<file path="src/hdl/upd_pkg.sv">
// Shared types, constants and helpers for the URL percent decoder.
package upd_pkg;

   // Defaults and sizes
   localparam int unsigned LENGTH_WIDTH_DEFAULT = 16;
   localparam int unsigned REC_DEPTH            = 4;
   localparam int unsigned RSP_DEPTH            = 4;
   localparam logic [15:0] MAX_LEN_RESET        = 16'hFFFF;

   // Configuration register indexes
   localparam int unsigned CSR_INDEX_WIDTH = 1;
   localparam logic [CSR_INDEX_WIDTH-1:0] CSR_MAX_LEN    = 1'b0;
   localparam logic [CSR_INDEX_WIDTH-1:0] CSR_COUNT_ONLY = 1'b1;

   // Character codes
   localparam logic [7:0] CH_PERCENT = 8'h25;
   localparam logic [7:0] CH_0       = 8'h30;
   localparam logic [7:0] CH_9       = 8'h39;
   localparam logic [7:0] CH_UA      = 8'h41;
   localparam logic [7:0] CH_UF      = 8'h46;
   localparam logic [7:0] CH_LA      = 8'h61;
   localparam logic [7:0] CH_LF      = 8'h66;
   localparam logic [7:0] CH_NUL     = 8'h00;
   localparam logic [3:0] HEX_TEN    = 4'd10;

   // Input beat
   typedef struct packed {
      logic [7:0] in_byte;
      logic       close;
   } req_type;

   // Result beat
   typedef struct packed {
      logic [7:0]  out_byte;
      logic        is_summary;
      logic [15:0] total_length;
      logic        failed;
      logic        last;
   } rsp_type;

   // Work record from front to back: up to three candidate bytes, then an optional summary
   typedef struct packed {
      logic [2:0][7:0] data;
      logic [1:0]      count;
      logic            summary;
   } rec_type;

   typedef struct packed {
      logic       ok;
      logic [3:0] val;
   } hex_type;

   // Hex digit decode, either case
   function automatic hex_type hex_decode(input logic [7:0] ch);
      hex_type h;
      h = '0;
      if (ch >= CH_0 && ch <= CH_9) begin
         h.ok  = 1'b1;
         h.val = 4'(ch - CH_0);
      end else if (ch >= CH_UA && ch <= CH_UF) begin
         h.ok  = 1'b1;
         h.val = 4'(ch - CH_UA) + HEX_TEN;
      end else if (ch >= CH_LA && ch <= CH_LF) begin
         h.ok  = 1'b1;
         h.val = 4'(ch - CH_LA) + HEX_TEN;
      end
      return h;
   endfunction

endpackage

</file>
<file path="src/hdl/upd_fifo.sv">
// Small register-based first-in first-out queue.
module upd_fifo #(
   parameter int unsigned WIDTH = 8,
   parameter int unsigned DEPTH = 4
) (
   input  logic             clock,
   input  logic             reset,
   input  logic             push,
   input  logic [WIDTH-1:0] push_data,
   output logic             full,
   input  logic             pop,
   output logic [WIDTH-1:0] pop_data,
   output logic             empty
);

   localparam int unsigned PW = (DEPTH > 1) ? $clog2(DEPTH) : 1;
   localparam int unsigned CW = $clog2(DEPTH + 1);

   logic [WIDTH-1:0] mem_ff [DEPTH];
   logic [PW-1:0]    wr_ptr_ff, wr_ptr_in;
   logic [PW-1:0]    rd_ptr_ff, rd_ptr_in;
   logic [CW-1:0]    count_ff, count_in;
   logic             push_ok, pop_ok;

   assign full     = (count_ff == CW'(DEPTH));
   assign empty    = (count_ff == '0);
   assign push_ok  = push && !full;
   assign pop_ok   = pop && !empty;
   assign pop_data = mem_ff[rd_ptr_ff];

   // Pointer and fill count update
   always_comb begin
      wr_ptr_in = wr_ptr_ff;
      rd_ptr_in = rd_ptr_ff;
      count_in  = count_ff;
      if (push_ok) begin
         wr_ptr_in = (wr_ptr_ff == PW'(DEPTH - 1)) ? '0 : wr_ptr_ff + PW'(1);
      end
      if (pop_ok) begin
         rd_ptr_in = (rd_ptr_ff == PW'(DEPTH - 1)) ? '0 : rd_ptr_ff + PW'(1);
      end
      if (push_ok && !pop_ok) begin
         count_in = count_ff + CW'(1);
      end else if (pop_ok && !push_ok) begin
         count_in = count_ff - CW'(1);
      end
   end

   always_ff @(posedge clock) begin
      if (reset) begin
         wr_ptr_ff <= '0;
         rd_ptr_ff <= '0;
         count_ff  <= '0;
      end else begin
         wr_ptr_ff <= wr_ptr_in;
         rd_ptr_ff <= rd_ptr_in;
         count_ff  <= count_in;
      end
   end

   // Storage, no reset
   always_ff @(posedge clock) begin
      if (push_ok) begin
         mem_ff[wr_ptr_ff] <= push_data;
      end
   end

endmodule

</file>
<file path="src/hdl/upd_front.sv">
// Front end: escape parser that makes a work record of each beat with output.
module upd_front (
   input  logic             clock,
   input  logic             reset,
   input  logic             req_push,
   output logic             req_full,
   input  upd_pkg::req_type req_data,
   output logic             rec_push,
   output upd_pkg::rec_type rec_data,
   input  logic             rec_full
);

   typedef enum logic [1:0] {
      PH_PLAIN,
      PH_PCT,
      PH_DIGIT
   } phase_type;

   phase_type        phase_ff, phase_in;
   logic [3:0]       digit_ff, digit_in;
   logic             ended_ff, ended_in;

   logic             accept;
   upd_pkg::hex_type hex;
   logic [7:0]       digit_byte;
   logic [1:0]       fl_n;
   logic [7:0]       fl_b0, fl_b1;
   logic             use_flush;
   logic             add_byte;
   logic [7:0]       app_byte;
   logic             triple_zero;
   upd_pkg::rec_type rec;

   assign req_full = rec_full;
   assign accept   = req_push && !rec_full;
   assign hex      = upd_pkg::hex_decode(req_data.in_byte);

   // Pending escape flush; close leaves a lone digit unshifted
   always_comb begin
      digit_byte = req_data.close ? {4'h0, digit_ff} : {digit_ff, 4'h0};
      fl_n  = 2'd0;
      fl_b0 = upd_pkg::CH_PERCENT;
      fl_b1 = upd_pkg::CH_0;
      unique case (phase_ff)
         PH_PCT: begin
            fl_n = 2'd1;
         end
         PH_DIGIT: begin
            if (digit_ff != 4'h0) begin
               fl_n  = 2'd1;
               fl_b0 = digit_byte;
            end else begin
               fl_n = 2'd2;
            end
         end
         default: begin
            fl_n = 2'd0;
         end
      endcase
   end

   // Classify the beat and step the parse state
   always_comb begin
      phase_in    = phase_ff;
      digit_in    = digit_ff;
      ended_in    = ended_ff;
      use_flush   = 1'b0;
      add_byte    = 1'b0;
      app_byte    = req_data.in_byte;
      triple_zero = 1'b0;
      rec         = '0;
      if (req_data.close) begin
         use_flush   = !ended_ff;
         rec.summary = 1'b1;
         phase_in    = PH_PLAIN;
         digit_in    = 4'h0;
         ended_in    = 1'b0;
      end else if (!ended_ff) begin
         if (req_data.in_byte == upd_pkg::CH_NUL) begin
            use_flush = 1'b1;
            ended_in  = 1'b1;
            phase_in  = PH_PLAIN;
         end else begin
            unique case (phase_ff)
               PH_PCT, PH_DIGIT: begin
                  if (hex.ok && phase_ff == PH_PCT) begin
                     digit_in = hex.val;
                     phase_in = PH_DIGIT;
                  end else if (hex.ok) begin
                     phase_in = PH_PLAIN;
                     app_byte = {digit_ff, hex.val};
                     if (app_byte != upd_pkg::CH_NUL) begin
                        add_byte = 1'b1;
                     end else begin
                        triple_zero = 1'b1;
                     end
                  end else begin
                     // non-hex ends the escape; byte re-handled as plain text
                     use_flush = 1'b1;
                     if (req_data.in_byte == upd_pkg::CH_PERCENT) begin
                        phase_in = PH_PCT;
                     end else begin
                        phase_in = PH_PLAIN;
                        add_byte = 1'b1;
                     end
                  end
               end
               default: begin
                  if (req_data.in_byte == upd_pkg::CH_PERCENT) begin
                     phase_in = PH_PCT;
                  end else begin
                     add_byte = 1'b1;
                  end
               end
            endcase
         end
      end

      // Assemble candidate list
      if (triple_zero) begin
         rec.data[0] = upd_pkg::CH_PERCENT;
         rec.data[1] = upd_pkg::CH_0;
         rec.data[2] = upd_pkg::CH_0;
         rec.count   = 2'd3;
      end else begin
         if (use_flush) begin
            rec.data[0] = fl_b0;
            rec.data[1] = fl_b1;
            rec.count   = fl_n;
         end
         if (add_byte) begin
            unique case (rec.count)
               2'd0:    rec.data[0] = app_byte;
               2'd1:    rec.data[1] = app_byte;
               default: rec.data[2] = app_byte;
            endcase
            rec.count = rec.count + 2'd1;
         end
      end
   end

   assign rec_push = accept && (rec.count != 2'd0 || rec.summary);
   assign rec_data = rec;

   always_ff @(posedge clock) begin
      if (reset) begin
         phase_ff <= PH_PLAIN;
         digit_ff <= 4'h0;
         ended_ff <= 1'b0;
      end else if (accept) begin
         phase_ff <= phase_in;
         digit_ff <= digit_in;
         ended_ff <= ended_in;
      end
   end

endmodule

</file>
<file path="src/hdl/upd_back.sv">
// Back end: output counting, limit check and result beat generation.
module upd_back #(
   parameter int unsigned LENGTH_WIDTH = upd_pkg::LENGTH_WIDTH_DEFAULT
) (
   input  logic             clock,
   input  logic             reset,
   input  upd_pkg::rec_type rec_data,
   input  logic             rec_empty,
   output logic             rec_pop,
   input  logic             out_full,
   output logic             out_push,
   output upd_pkg::rsp_type out_data,
   input  logic [15:0]      max_len,
   input  logic             count_only
);

   localparam int unsigned EW = ((LENGTH_WIDTH > 16) ? LENGTH_WIDTH : 16) + 2;

   logic [1:0]              step_ff, step_in;
   logic [LENGTH_WIDTH-1:0] count_ff, count_in;
   logic                    ovf_ff, ovf_in;

   logic                    go;
   logic                    is_emit;
   logic                    final_step;
   logic                    final_cand;
   logic                    next_ok;
   logic [7:0]              cur_byte;
   logic [EW-1:0]           cnt_e, lim_e, cmax_e;

   assign go         = !rec_empty && !out_full;
   assign is_emit    = step_ff < rec_data.count;
   assign final_cand = (step_ff == rec_data.count - 2'd1);
   assign final_step = rec_data.summary ? (step_ff == rec_data.count) : final_cand;

   assign cnt_e  = EW'(count_ff);
   assign lim_e  = EW'(max_len);
   assign cmax_e = EW'({LENGTH_WIDTH{1'b1}});
   // whether the following byte of this string could still be written
   assign next_ok = (cnt_e + EW'(2) <= lim_e) && (cnt_e + EW'(2) <= cmax_e);

   // Current candidate byte
   always_comb begin
      unique case (step_ff)
         2'd0:    cur_byte = rec_data.data[0];
         2'd1:    cur_byte = rec_data.data[1];
         default: cur_byte = rec_data.data[2];
      endcase
   end

   // One emit or summary slot per cycle while go is high
   always_comb begin
      step_in  = step_ff;
      count_in = count_ff;
      ovf_in   = ovf_ff;
      rec_pop  = 1'b0;
      out_push = 1'b0;
      out_data = '0;
      if (go) begin
         rec_pop = final_step;
         step_in = final_step ? 2'd0 : step_ff + 2'd1;
         if (is_emit) begin
            priority if (ovf_ff && !count_only) begin
               ovf_in = ovf_ff;
            end else if (&count_ff) begin
               ovf_in = 1'b1;
            end else begin
               count_in = count_ff + LENGTH_WIDTH'(1);
               if (!count_only) begin
                  if (cnt_e + EW'(1) > lim_e) begin
                     ovf_in = 1'b1;
                  end else begin
                     out_push          = 1'b1;
                     out_data.out_byte = cur_byte;
                     // a following summary always carries last
                     out_data.last     = !rec_data.summary && (final_cand || !next_ok);
                  end
               end
            end
         end else begin
            out_push              = 1'b1;
            out_data.is_summary   = 1'b1;
            out_data.total_length = (cnt_e > EW'(16'hFFFF)) ? 16'hFFFF : cnt_e[15:0];
            out_data.failed       = ovf_ff;
            out_data.last         = 1'b1;
            count_in              = '0;
            ovf_in                = 1'b0;
         end
      end
   end

   always_ff @(posedge clock) begin
      if (reset) begin
         step_ff  <= 2'd0;
         count_ff <= '0;
         ovf_ff   <= 1'b0;
      end else begin
         step_ff  <= step_in;
         count_ff <= count_in;
         ovf_ff   <= ovf_in;
      end
   end

`ifndef SYNTHESIS
   // count-only mode writes no data beats
   a_count_only_quiet: assert property (@(posedge clock) disable iff (reset)
      (out_push && count_only) |-> out_data.is_summary)
      else $error("data beat written in count-only mode");

   // a summary always closes the results of its beat
   a_summary_last: assert property (@(posedge clock) disable iff (reset)
      (out_push && out_data.is_summary) |-> out_data.last)
      else $error("summary beat without last");

   // after a summary the counters start from zero
   a_summary_clears: assert property (@(posedge clock) disable iff (reset)
      (go && !is_emit) |=> (count_ff == '0 && !ovf_ff))
      else $error("counters not cleared after summary");

   // a failed string writes no more data in write mode
   a_fail_stops: assert property (@(posedge clock) disable iff (reset)
      (ovf_ff && !count_only && out_push) |-> out_data.is_summary)
      else $error("data beat after limit exceeded");
`endif

endmodule

</file>
<file path="src/hdl/url_percent_decoder.sv">
// Top level of the streaming URL percent decoder.
//
//   channel  direction  handshake           payload
//   req      in         req_push/req_full   req_data   (in_byte, close)
//   rsp      out        rsp_empty/rsp_pop   rsp_data   (out_byte, is_summary,
//                                                       total_length, failed, last)
//   csr      in         csr_valid/csr_ready csr_index, csr_wdata
//
// One input beat per cycle while the record queue is not full. The back end handles
// each candidate byte and each summary in turn, whether or not the byte is written out.
// A result reaches the result port through the record queue and then the result queue.
// A 4-entry record queue parts parser and counter; req_full follows it.
// A 4-entry result queue parts counter and result port; when full it stalls the back end.
// Reset clears queues, parse and count state, loads limit 65535 and write mode.
// csr_ready is always high.
module url_percent_decoder #(
   parameter int unsigned LENGTH_WIDTH = upd_pkg::LENGTH_WIDTH_DEFAULT
) (
   input  logic                                  clock,
   input  logic                                  reset,
   input  logic                                  req_push,
   output logic                                  req_full,
   input  upd_pkg::req_type                      req_data,
   output logic                                  rsp_empty,
   input  logic                                  rsp_pop,
   output upd_pkg::rsp_type                      rsp_data,
   input  logic                                  csr_valid,
   output logic                                  csr_ready,
   input  logic [upd_pkg::CSR_INDEX_WIDTH-1:0]   csr_index,
   input  logic [15:0]                           csr_wdata
);

   localparam int unsigned REC_W = $bits(upd_pkg::rec_type);
   localparam int unsigned RSP_W = $bits(upd_pkg::rsp_type);

   logic [15:0]      max_len_ff;
   logic             count_only_ff;

   logic             rec_push, rec_full, rec_pop, rec_empty;
   upd_pkg::rec_type rec_in, rec_out;
   logic             out_push, out_full;
   upd_pkg::rsp_type out_in;

   // Configuration registers
   assign csr_ready = 1'b1;

   always_ff @(posedge clock) begin
      if (reset) begin
         max_len_ff    <= upd_pkg::MAX_LEN_RESET;
         count_only_ff <= 1'b0;
      end else if (csr_valid) begin
         unique case (csr_index)
            upd_pkg::CSR_MAX_LEN:    max_len_ff    <= csr_wdata;
            upd_pkg::CSR_COUNT_ONLY: count_only_ff <= csr_wdata[0];
            default:                 max_len_ff    <= max_len_ff;
         endcase
      end
   end

   upd_front u_front (
      .clock    (clock),
      .reset    (reset),
      .req_push (req_push),
      .req_full (req_full),
      .req_data (req_data),
      .rec_push (rec_push),
      .rec_data (rec_in),
      .rec_full (rec_full)
   );

   upd_fifo #(
      .WIDTH (REC_W),
      .DEPTH (upd_pkg::REC_DEPTH)
   ) u_rec_fifo (
      .clock     (clock),
      .reset     (reset),
      .push      (rec_push),
      .push_data (rec_in),
      .full      (rec_full),
      .pop       (rec_pop),
      .pop_data  (rec_out),
      .empty     (rec_empty)
   );

   upd_back #(
      .LENGTH_WIDTH (LENGTH_WIDTH)
   ) u_back (
      .clock      (clock),
      .reset      (reset),
      .rec_data   (rec_out),
      .rec_empty  (rec_empty),
      .rec_pop    (rec_pop),
      .out_full   (out_full),
      .out_push   (out_push),
      .out_data   (out_in),
      .max_len    (max_len_ff),
      .count_only (count_only_ff)
   );

   upd_fifo #(
      .WIDTH (RSP_W),
      .DEPTH (upd_pkg::RSP_DEPTH)
   ) u_rsp_fifo (
      .clock     (clock),
      .reset     (reset),
      .push      (out_push),
      .push_data (out_in),
      .full      (out_full),
      .pop       (rsp_pop),
      .pop_data  (rsp_data),
      .empty     (rsp_empty)
   );

endmodule
</file>
<file path="config.mk">
export PLATFORM = sky130hd
export DESIGN_NAME = url_percent_decoder
export DESIGN_NICKNAME = d
export VERILOG_FILES = /design/src/hdl/upd_pkg.sv /design/src/hdl/upd_fifo.sv /design/src/hdl/upd_front.sv /design/src/hdl/upd_back.sv /design/src/hdl/url_percent_decoder.sv
export SDC_FILE = /design/constraint.sdc
export NUM_CORES = 1
export LEC_CHECK = 0
export ABC_CLOCK_PERIOD_IN_PS = 8600
export BUFFER_PORTS_ARGS = -buffer_cell sky130_fd_sc_hd__buf_2
export CORE_ASPECT_RATIO = 1.5
export CORE_UTILIZATION = 49
export DETAILED_ROUTE_END_ITERATION = 7
export PLACE_DENSITY = 0.76
export SLEW_MARGIN = 40
export SYNTH_ARGS = -nofsm -noshare
export SYNTH_HDL_FRONTEND = slang
export SYNTH_HIERARCHICAL = 1
export SYNTH_SLANG_ARGS = --single-unit
</file>
<file path="constraint.sdc">
create_clock -name clock -period 8.6 [get_ports clock]
set_input_delay 0.43 -clock clock [delete_from_list [all_inputs] [get_ports clock]]
set_output_delay 0.43 -clock clock [all_outputs]
set_load 0.05 [all_outputs]
</file>
== Yosys cells after proc, flatten, opt, wreduce, memory -nomap -nowiden ==
Memory sizes are Yosys's and may differ from the RTL's. A register that Yosys moved wholly into a read port is not among the register bits.
Index checks and enable logic that the tools add are counted.
Cells by class
  $add $sub $neg: 19
  order comparisons: 11
  eq/ne operators: 19
  muxes and demuxes: 106
  bitwise logic cells: 1
  reduce and logical (&&, ||, !) cells: 54
Operators by type and width (number)
  $mux 8: 17
  $mux 16: 5
  $mux 26: 2
  $mux 1: 48
  $mux 18: 2
  $mux 2: 17
  $mux 27: 1
  $mux 4: 5
  $gt 18x16->1: 1
  $le 18x16->1: 1
  $le 18x16->1 const B: 1
  $logic_and 1x1->1: 18
  $add 16x1->17 const B: 1
  $add 16x2->17 const B: 1
  $add 16x1->16 const B: 1
  $ge 8x7->1 const B: 2
  $gt 16x16->1 const B: 1
  $le 8x7->1 const B: 2
  $pmux 8 s2: 1
  $reduce_and 16->1: 1
  $mux 5: 3
  $add 2x1->2 const B: 6
  $logic_not 1->1: 12
  $mux 3: 4
  other kinds (29): 57
Word-level totals
  bits in registers: 57
  bits in writable memories: 216
  input bits: 31
  memories kept: 2
Memory list
  u_rec_fifo.mem_ff: depth 4, bits a word 27, rd ports 1, clocked after Yosys merged registers in 1, write ports 1, RTL line upd_fifo.sv:19  | logic [WIDTH-1:0] mem_ff [DEPTH];
  u_rsp_fifo.mem_ff: depth 4, bits a word 27, rd ports 1, clocked after Yosys merged registers in 1, write ports 1, RTL line upd_fifo.sv:19

== Depth between registers and ports, before layout ==
  depth after elaboration: 27
  depth in mapped cells: 20
  mapped depth without buffers: 20

== Cells and area by module ==
The synthesis kept the hierarchy.
Modules (own cells, without submodules)
  upd_fifo: instances 2, cells each 191, area an instance 4399.2 sq um
  upd_back: instances 1, cells each 350, area an instance 2560.0 sq um
  upd_front: instances 1, cells each 191, area an instance 1361.3 sq um
  url_percent_decoder: instances 1, cells each 77, area an instance 716.9 sq um

== Least setup slack after synthesis ==
No wires, ideal clock.
  path type: register -> register
  start: reg u_back.count_ff[1]
  end: reg u_rsp_fifo.count_ff[2]
  setup time: 0.070 ns
  arrival time: 4.045 ns
  data required time: 8.530 ns
  slack: 4.485 ns
  cell stages (with the launch flop): 19
  buffers on the path: 0
  clock period less this slack: 4.115 ns
  cells stage by stage: dfxtp_1 -> ha_1 -> nand3_1 -> nor2_1 -> xor2_1 -> ha_1 -> a211oi_1 -> nor2_1 -> a2111oi_0 -> or3_1 -> a21o_1 -> bufinv_8 -> nor2_2 -> ha_1 -> inv_1 -> fa_1 -> xor2_1 -> or3_1 -> a21oi_1
On the way
  cells in the longest elaborated chain, start to end: 12
RTL lines
  from (decl): RTL line upd_back.sv:20  | logic [LENGTH_WIDTH-1:0] count_ff, count_in;
  from (signal assigned): RTL line upd_back.sv:99  | count_ff <= count_in;
  $add 16x1->17: RTL line upd_back.sv:70  | if (cnt_e + EW'(1) > lim_e) begin
  $gt 18x16->1: RTL line upd_back.sv:70
  $mux 1: RTL line upd_back.sv:70
  $mux 1: RTL line upd_back.sv:69  | if (!count_only) begin
  $mux 1 (*): RTL line upd_back.sv:65  | end else if (&count_ff) begin
  $mux 1 (*): RTL line upd_back.sv:63  | priority if (ovf_ff && !count_only) begin
  $mux 1 (*): RTL line upd_back.sv:62  | if (is_emit) begin
  $mux 1 (*): RTL line upd_back.sv:59  | if (go) begin
  named net out_push: RTL line url_percent_decoder.sv:41  | logic out_push, out_full;
  $logic_and 1x1->1 (*): RTL line upd_fifo.sv:27  | assign push_ok = push && !full;
  named net u_rsp_fifo.push_ok: RTL line upd_fifo.sv:23  | logic push_ok, pop_ok;
  $logic_not 1->1: RTL line upd_fifo.sv:44  | end else if (pop_ok && !push_ok) begin
  $logic_and 1x1->1: RTL line upd_fifo.sv:44
  $reduce_bool 2->1 (no line)
  to (signal assigned): RTL line upd_fifo.sv:57  | count_ff <= count_in;
  to (decl): RTL line upd_fifo.sv:22  | logic [CW-1:0] count_ff, count_in;
Mark *: on every way through the listed nets, which the timed path passes. The rest lies on a longest branch.
A chain may end at the register's enable or synchronous reset.

== Worst setup path after layout ==
  start: reg u_back.count_ff[0]
  end: reg u_rsp_fifo.count_ff[2]
The elaborated chain is that of the path after synthesis.

==> out/results.txt <==
Final setup violation count -> 0
Synth Instances -> 1000
Post-synth EDFFs -> 216
Global-route wire length before repair -> 42600 um
Min-Delay Path Class -> primary input to flip-flop
CTS tree -> built
Simple-Gate Fraction of Synth Area -> 0.103
Post-CTS Setup Bufs -> 0
Largest net degree at the start of global routing -> 76
Final net count -> 1135
Post-synthesis mux area share -> 0.117
Adder-cell area share of the yosys netlist -> 0.0589
Hold_buf cts -> 0
Ant diodes -> 0
Post-CTS resize count -> 0
Ys flop type -> edfxtp_1
Power per cell area -> 296 mW/mm^2
CP peak stage delay -> 0.57 ns
Max-Cap Viols -> 0
Post-synthesis sequential area ratio -> 0.574
Final count of hold timing violations -> 0
Clock sinks -> 277
TritonCTS Buffers -> 25
Worst path cell trace -> ha_1 > nand3_1 > nor2_1 > xor2_1 > ha_1 > a211oi_1 > nor2_1 > a2111oi_0 > or3_1 > a21o_1 > bufinv_8 > nor2_2 > ha_1 > inv_1 > fa_1 > xor2_1 > or3_1 > a21oi_1
Final hold slack -> 0.170 ns
Unrepaired setup endpoints after global routing -> false
# rows -> 73
CP startpoint kind -> flip-flop
Unique masters post-synth -> 79
Worst slack at placement -> 3.75 ns
Register area -> 0.00771 mm^2
Vias in the first global route -> 8283
Largest family of logic cells by synthesized area -> multiplexers
Status -> finished clean
CP dominant cell by count -> ha_1
H-tree levels -> 1
Setup CP Type -> flip-flop to flip-flop
Die Area -> 0.0281 mm^2
Minimum clock period -> 4.95 ns
Post-Route WL -> 27000 um
Routed vias -> 8193
Syn nets -> 1093
Slew @ Worst Pin -> 0.749 ns
Layout area overhead -> 10.1%
Initial antenna violation count -> 0
Post-synth top area cell -> edfxtp_1
Root Buffer -> clkbuf_16
DR pass1 iterations -> 4
Final clock skew -> 0.0173 ns
Post-Synthesis Cell Area -> 0.0134 mm^2
Total power -> 0.00438 W
Clock Latency Late Sink -> 0.52 ns
Area of the multi-input gates -> 0.00516 mm^2
Gr ovfl total -> 0
Critical path required time -> 9.05 ns
Initial Util -> 0.502
Worst path arrival time -> 5.39 ns
Period utilisation layout -> 0.575
Critical Path Sink Type -> flip-flop
Compound-Gate Fraction of Synth Area -> 0.0819
Clk buf depth -> 3
Xor/xnor share of the synthesized area -> 0.0222
Die width -> 137 um
Antenna Violating Nets Remaining -> 0
Critical path peak fanout -> 12
Crit path max-delay family -> simple AND/OR/NAND/NOR gates
DRC errors left -> 0
Starting DRT DRC Count -> 604
Post-DR vias/cell -> 5.86
Flops & latches, synth -> 277
Leakage -> 5.48 nW
Gr usage total -> 0.197
IO buf count -> 59
Top cell type's share of synthesized area -> 0.483
Die Ht -> 205 um
Mean Syn Cell Area -> 13.4 um^2
Setup TNS Final -> 0 ns
Slew Viols, Final -> 0
Top cells by area, synth -> edfxtp_1, dfxtp_1, mux4_2, ha_1, mux2i_1
Async S/R FF share, synth -> 0
Core area -> 0.0268 mm^2
GPL Wtd Cong -> 0.955
Maximum VDD drop -> 352 uV
Slowest cell on the critical path -> dfxtp_1
Fmax -> 202 MHz
Relative slew slack -> 0.501
Buffers & Inverters on Critical Path -> 2
Clock-pin slew on the worst setup and hold paths -> 0.07 ns
Sum of net half-perimeters after detailed placement -> 18600 um
Layout cells sized above 1 -> 0.192
I/O Pins -> 61
Wirelength per Cell -> 19.3 um
FILL cells -> 2118
Synth Warn # -> 6
Worst setup margin -> 3.65 ns
## final timing paths
check	start	end	slack, ns	cells past startpoint
setup / recovery	u_back/count_ff[0]	u_rsp_fifo/count_ff[2]	3.65	18
hold / removal	csr_wdata[12]	max_len_ff[12]	0.17	3
setup reg to reg	u_back/count_ff[0]	u_rsp_fifo/count_ff[2]	3.65	18
hold reg to reg	u_front/phase_ff[0]	u_front/phase_ff[0]	0.48	2
## where the power goes
part	total (W)	switching [W]	internal, W
combinational	0.00136	0.000899	0.000466
sequential	0.00182	0.0000938	0.00172
clock	0.00119	0.000481	0.000711
total	0.00438	0.00147	0.00290
## cells by family after synthesis
| logic type | count (synthesis) |
|---|---|
| AOI/OAI and AO/OA | 160 |
| xor gates and xnor gates | 34 |
| adders and majority gates | 62 |
| buffers and inverters | 104 |
| DFF | 277 |
| muxes | 90 |
| other | 1 |
| and+or+nand+nor | 272 |
## placed cells by master (no fill, tap or decap), drive strengths merged, types with 22 or more instances in the layout
| cell type | synthesis | final |
|---|---|---|
| mux4 | 54 | 54 |
| nand3 | 23 | 23 |
| and3 | 30 | 30 |
| mux2i | 36 | 36 |
| clkbuf | 15 | 29 |
| ha | 60 | 60 |
| nor2 | 96 | 96 |
| dfxtp | 61 | 61 |
| a21oi | 55 | 55 |
| nand2 | 46 | 46 |
| inv | 45 | 47 |
| buf | 40 | 70 |
| o21ai | 36 | 36 |
| edfxtp | 216 | 216 |
| xnor2 | 22 | 22 |
## final cells by class
type                    count  share of cell area
clock inverters            16              0.0148
flip-flops and latches    277               0.521
repair buffers             70              0.0264
well taps                 337              0.0285
clock buffers              29              0.0453
inverters                  49              0.0150
multi-input cells         619               0.349
## cells in the mapped netlist, types with 13 or more instances
cell	number
o21ai_0	19
a21oi_1	53
a22oi_1	16
buf_2	16
inv_1	45
and3_1	29
nand4_1	16
xnor2_1	22
o21ai_1	13
nand3_1	23
ha_1	60
mux4_2	54
nor3_1	14
dfxtp_1	61
nor2_1	94
mux2i_1	36
nand2_1	46
clkbuf_1	13
edfxtp_1	216
## state kept, by name, summed over array words and instances (netlist names), 3 cells and up, named ones only
signal / cells
u_front/digit_ff: 4
u_back/count_ff: 16
u_rec_fifo/count_ff: 3
max_len_ff: 16
u_rec_fifo/mem_ff: 108
u_rsp_fifo/count_ff: 3
u_rsp_fifo/mem_ff: 108
## layer usage
layer  GRT usage  part of all wire  wire length (um)  vias to the layer above
met5           0                 0                 0                        -
met4      0.0985             0.044              1180                        0
met3      0.0245             0.044              1190                       71
met2       0.359              0.53             14200                      224
met1       0.223              0.39             10400                     4035
li1            -                 -                 -                     3863
## worst min-delay path, stage by stage
cell and delay, ns:
buf_2 0.08, nor2_1 0.03, mux2i_1 0.11
## per-stage QoR
step,utilization,std cells,area [um^2]
detailed placement,0.519,1351,13900
finish,0.553,1397,14800
global route,0.553,1397,14800
floorplan,-,1000,13400
global placement,0.519,1351,13900
CTS,0.552,1396,14800
No activity file was read; power rests on OpenSTA's default activity.
